===== config.mk =====
export PLATFORM = sky130hd
export DESIGN_NAME = psrm_cell
export DESIGN_NICKNAME = d
export VERILOG_FILES = /design/src/rtl/core/psrm_pkg.sv /design/src/rtl/core/psrm_cell.sv
export SDC_FILE = /design/constraint.sdc
export NUM_CORES = 1
export LEC_CHECK = 0
export BUFFER_PORTS_ARGS = -buffer_cell sky130_fd_sc_hd__buf_2
export CORE_MARGIN = 2
export CORE_UTILIZATION = 45
export DETAILED_ROUTE_END_ITERATION = 8
export PLACE_DENSITY = 0.84
export SLEW_MARGIN = 25
export SYNTH_ARGS = -nofsm -noshare
export SYNTH_HDL_FRONTEND = slang
export SYNTH_SLANG_ARGS = --single-unit

===== constraint.sdc =====
create_clock -name clk_i -period 4.5 [get_ports clk_i]
set_input_delay 0.45 -clock clk_i [delete_from_list [all_inputs] [get_ports clk_i]]
set_output_delay 0.45 -clock clk_i [all_outputs]
set_load 0.1 [all_outputs]

===== src/rtl/core/psrm_pkg.sv =====
// Package: widths, codes and cell control types for the positional range-min core.
package psrm_pkg;

  localparam int unsigned CAPACITY = 1024;
  localparam int unsigned IDX_W    = (CAPACITY > 1) ? $clog2(CAPACITY) : 1;
  localparam int unsigned CNT_W    = $clog2(CAPACITY + 1);
  localparam int unsigned POS_W    = 11;
  localparam int unsigned REND_W   = 10;
  localparam int unsigned LEN_W    = 11;
  localparam int unsigned VAL_W    = 32;
  localparam int unsigned CMP_W    = (CNT_W > POS_W) ? CNT_W : POS_W;

  localparam int unsigned IN_DATA_W  = 56;
  localparam int unsigned OUT_DATA_W = 48;

  localparam logic signed [VAL_W-1:0] EMPTY_RANGE_MIN = 32'sd1000000100;
  localparam logic signed [VAL_W-1:0] MIN_SEED        = 32'sh7FFF_FFFF;

  typedef enum logic [1:0] {
    MODE_INSERT = 2'd0,
    MODE_MIN    = 2'd1,
    MODE_ERASE  = 2'd2,
    MODE_WRITE  = 2'd3
  } mode_e;

  typedef enum logic [1:0] {
    ST_OK    = 2'd0,
    ST_FULL  = 2'd1,
    ST_RANGE = 2'd2
  } status_e;

  typedef enum logic [2:0] {
    CELL_HOLD,
    CELL_INSERT,
    CELL_ERASE,
    CELL_WRITE,
    CELL_SCAN
  } cell_op_e;

  typedef enum logic [1:0] {
    S_IDLE,
    S_SCAN,
    S_DONE
  } state_e;

  typedef struct packed {
    cell_op_e                op;
    logic [CMP_W-1:0]        pos;
    logic [CMP_W-1:0]        lo;
    logic [CMP_W-1:0]        hi;
    logic signed [VAL_W-1:0] value;
  } cell_ctl_t;

endpackage


===== src/rtl/core/psrm_cell.sv =====
// One storage cell: holds an entry, shifts with its neighbors and folds the running minimum.
module psrm_cell
  import psrm_pkg::*;
(
  input  logic                    clk_i,
  input  logic [CMP_W-1:0]        idx_i,
  input  cell_ctl_t               ctl_i,
  input  logic signed [VAL_W-1:0] prev_val_i,
  input  logic signed [VAL_W-1:0] next_val_i,
  input  logic signed [VAL_W-1:0] acc_i,
  output logic signed [VAL_W-1:0] val_o,
  output logic signed [VAL_W-1:0] acc_o
);

  logic signed [VAL_W-1:0] val_q, val_d;
  logic signed [VAL_W-1:0] acc_q, acc_d;
  logic                    in_range;

  assign in_range = (idx_i >= ctl_i.lo) && (idx_i <= ctl_i.hi);

  always_comb begin
    val_d = val_q;
    case (ctl_i.op)
      CELL_INSERT: begin
        if (idx_i == ctl_i.pos) begin
          val_d = ctl_i.value;
        end else if (idx_i > ctl_i.pos) begin
          val_d = prev_val_i;
        end
      end
      CELL_ERASE: begin
        if (idx_i >= ctl_i.pos) begin
          val_d = next_val_i;
        end
      end
      CELL_WRITE: begin
        if (idx_i == ctl_i.pos) begin
          val_d = ctl_i.value;
        end
      end
      default: val_d = val_q;
    endcase
  end

  always_comb begin
    acc_d = acc_i;
    if (in_range && (val_q < acc_i)) begin
      acc_d = val_q;
    end
  end

  always_ff @(posedge clk_i) begin
    val_q <= val_d;
    acc_q <= acc_d;
  end

  assign val_o = val_q;
  assign acc_o = acc_q;

endmodule


==> run summary <==
The power density normalized to cell area works out to 355 mW/mm^2. Timing would allow up to 0.347 GHz. VDD sags by at most 0.145 mV.

Critical path arrival: 3.11 ns. 0 antenna diodes ended up in the layout. The smallest clock period supported by the final layout is computed as 2.89 ns. The half-perimeter wire length of the detailed placement result was 10500 um; the setup clock skew after layout was 0.00863 ns. The tightest slew margin relative to the limit is 0.465.

For the final-layout setup total negative slack, the log shows 0 ns. For the floorplan die area, the log shows 0.00997 sq mm. The share of synthesized registers carrying an async set or reset was 0. TritonCTS built the clock tree. The post-synthesis sequential element count is 64, and the last weighted congestion value of the routability-driven placer is 0.889.

The count of input and output buffers is 239. The flow ran to the end, and the final reports show no timing, DRC or antenna violations. The via count of the first global-routing pass came out at 4244.

STA classifies the critical path endpoint as a flip-flop. Summed over all layers, the routed wires come to 12800 um. The area of the core is 0.00881 sq mm. The all-layer global routing usage came out at 0.247. After the first detailed-routing iteration, the DRC count stood at 138. CTS placed an instance of sky130_fd_sc_hd__clkbuf_8 at the clock tree root.

Clock latency on the worst-skew pair, taken at its later pin, is 0.34 ns. For this design, the CTS-stage hold fixing added 0 buffers. The tools report the max-capacitance violation count as 0. The most used flip-flop cell after synthesis is sky130_fd_sc_hd__edfxtp_1. The largest fanout on the critical path is 17, and the average cell area after synthesis is 9.57 sq um. For the combined area of all synthesized cells, the log shows 0.00413 sq mm. The effective utilization at floorplan is 0.469, and the count of buffer and inverter cells on the critical path is 1. The H-tree was split into 3 levels. Biggest cell delay along the critical path: 0.43 ns.

For the worst slack after detailed placement, the log shows 1.34 ns. The number of antenna violations at the first check in global routing was 0; the pin slew with the least headroom to its limit was 0.801 ns. Yosys mapped a number of flops with a built-in enable equal to 32. The logs give 0 for the number of synthesis warnings and 6 for the number of search-and-repair iterations in the first detailed-routing pass. Pin placement for this block handled 240 I/O pins. In this run, post-CTS repair resized a total of 0 instances. Compared with the post-synthesis result, the final layout area differs by 37.4%. Setup violations remaining at the end of the flow were counted as 0. The tools report the number of buffers created by CTS as 9. The number of endpoints with negative hold slack in the final report was 0. The tools report the count of distinct cell types in the synthesized netlist as 37. The number of DRC violations after detailed routing came out at 0. Counting every net in the synthesized netlist gives 672. The worst setup path is launched from a flip-flop. The run gives 4.72 ns as the required time at the endpoint of the critical path. Fill cells in the final layout number 717. The cell count after synthesis came out at 432.

Across all layers, the routed design uses 4190 vias. The share of post-route cells with drive strength above 1 works out to 0.432. The detailed-route wire length per cell is 16.2 um, and the maximum clock insertion buffer count is 2. The count of clock tree sinks is 64, and the overall die width is 99.8 um. The portion of the clock cycle consumed by the worst path in the final layout was 0.641; the final global-route overflow total was 0.

The final net count was 914. On the critical path the largest part of the delay comes from simple AND/OR/NAND/NOR gates. For the leakage dissipation, the log shows 3.02 nW.

The die is 99.8 um tall. Setup repair after global routing left no endpoint under its margin. Worst hold-check path type: input pin to flip-flop.

In the routed layout, each cell is associated on average with a via count of 5.32. In this run the post-CTS setup repair buffer count came out at 0. The cell at the slowest stage of the critical path is sky130_fd_sc_hd__edfxtp_1. The first global-routing pass estimated 19200 um of wire.

By startpoint and endpoint, the worst setup path is classified as flip-flop to flip-flop. The residual antenna-violating net count after detailed routing is 0, and the worst path setup slack after routing is 1.61 ns. In this run the core area contains 34 standard-cell rows. The run gives 0.388 as the share of the yosys chip area belonging to registers. The max-slew violation count came out at 0.

Entering global routing, the biggest net connects 33 pins. The critical path goes through ha_1 -> nand4_1 -> or3_1 -> o32ai_1 -> o41a_1 -> nor3_1 -> nor4b_4 -> buf_4 -> mux2_2. The clock transition at the register clock pins on the worst setup and hold paths after CTS came out at 0.07 ns.
[placed cells by master, fill, tap and decap left out, drive strengths merged, types with 3 or more instances in the layout]
master / n
dfxtp: 32
o21ai: 10
nand4: 6
a21oi: 15
ha: 64
nand3: 5
o21a: 5
clkbuf: 13
mux2: 32
and4: 5
o22ai: 32
edfxtp: 32
buf: 244
a211oi: 3
a221oi: 4
nor2: 70
nand2: 12
a21o: 8
inv: 65
nor3: 3
[power by group]
part	switching, mW	total (mW)	internal (mW)	leakage [nW]
Sequential	0.0276	0.703	0.676	0.570
Clock	0.214	0.499	0.285	0.103
Combinational	0.597	0.812	0.215	2.35
[registers in the layout, indices dropped and copies added (netlist names)]
signal	cells
val_o	32
acc_o	32
[logic make-up (layout without fill, tap and decap cells)]
| logic type | count (synthesis) | after routing | synth area share |
|---|---|---|---|
| buffers and inverters | 78 | 325 | 0.0763 |
| DFF | 64 | 64 | 0.388 |
| muxes | 33 | 33 | 0.0896 |
| adders and majority gates | 64 | 64 | 0.194 |
| AOI/OAI and AO/OA | 84 | 84 | 0.132 |
| and+or+nand+nor | 109 | 109 | 0.120 |
[Yosys cell counts (all sizes together), types with 2 or more instances]
cell,count,area share
nor2,70,0.064
inv,65,0.059
ha,64,0.19
dfxtp,32,0.16
edfxtp,32,0.23
mux2,32,0.087
o22ai,32,0.048
a21oi,15,0.018
nand2,12,0.011
o21ai,10,0.012
a21o,8,0.015
clkbuf,7,0.0064
buf,6,0.011
nand4,6,0.0091
and4,5,0.011
nand3,5,0.0061
o21a,5,0.0091
a221oi,4,0.0085
a211oi,3,0.0054
nor3,3,0.0036
a2111oi,2,0.0058
nand2b,2,0.0030
nor2b,2,0.0030
[worst register-to-register path: cells and delay by family, from the launching register on]
kind	cells	cell delay (ns)
AND/OR/NAND/NOR	4	0.86
AO/OA/AOI/OAI	2	0.49
buffers and inverters	1	0.30
adder cells (fa/ha/maj)	1	0.32
flip-flops	1	0.43
multiplexers	1	0.38
[path summary, 6_finish.rpt]
check | from | endpoint | slack (ns) | depth (start not counted)
hold / removal | acc_i[2] | acc_o[2]$_DFF_P_ | 0.35 | 2
setup reg to reg | val_o[15]$_DFFE_PP_ | acc_o[24]$_DFF_P_ | 1.61 | 9
setup / recovery | val_o[15]$_DFFE_PP_ | acc_o[24]$_DFF_P_ | 1.61 | 9
hold reg to reg | val_o[4]$_DFFE_PP_ | acc_o[4]$_DFF_P_ | 0.55 | 1
[through the flow]
step | util | hold slack (ns) | power [mW] | area (sq um) | cells
floorplan | - | 0.575 | 1.32 | 4130 | 432
global placement | 0.619 | 0.512 | 1.50 | 5450 | 770
detailed placement | 0.619 | 0.528 | 1.52 | 5450 | 770
CTS | 0.642 | 0.331 | 2.02 | 5650 | 786
global route | 0.645 | 0.342 | 2.09 | 5680 | 787
finish | 0.645 | 0.349 | 2.01 | 5680 | 787
[per-layer routing]
metal,vias up,share of wire,global-route usage
met4,0,0.021,0.102
met1,1958,0.38,0.267
met5,-,0,0
met2,189,0.54,0.477
li1,2019,-,-
met3,24,0.055,0.0369
[cell type report]
class	count	area, sq um	area share
well taps	108	135	0.0238
inverters	65	244	0.0430
clock inverters	3	40.0	0.00705
flip-flops and latches	64	1600	0.282
clock buffers	13	159	0.0280
multi-input cells	290	2240	0.395
repair buffers	244	1250	0.221
(Power assumes the default switching activity.)
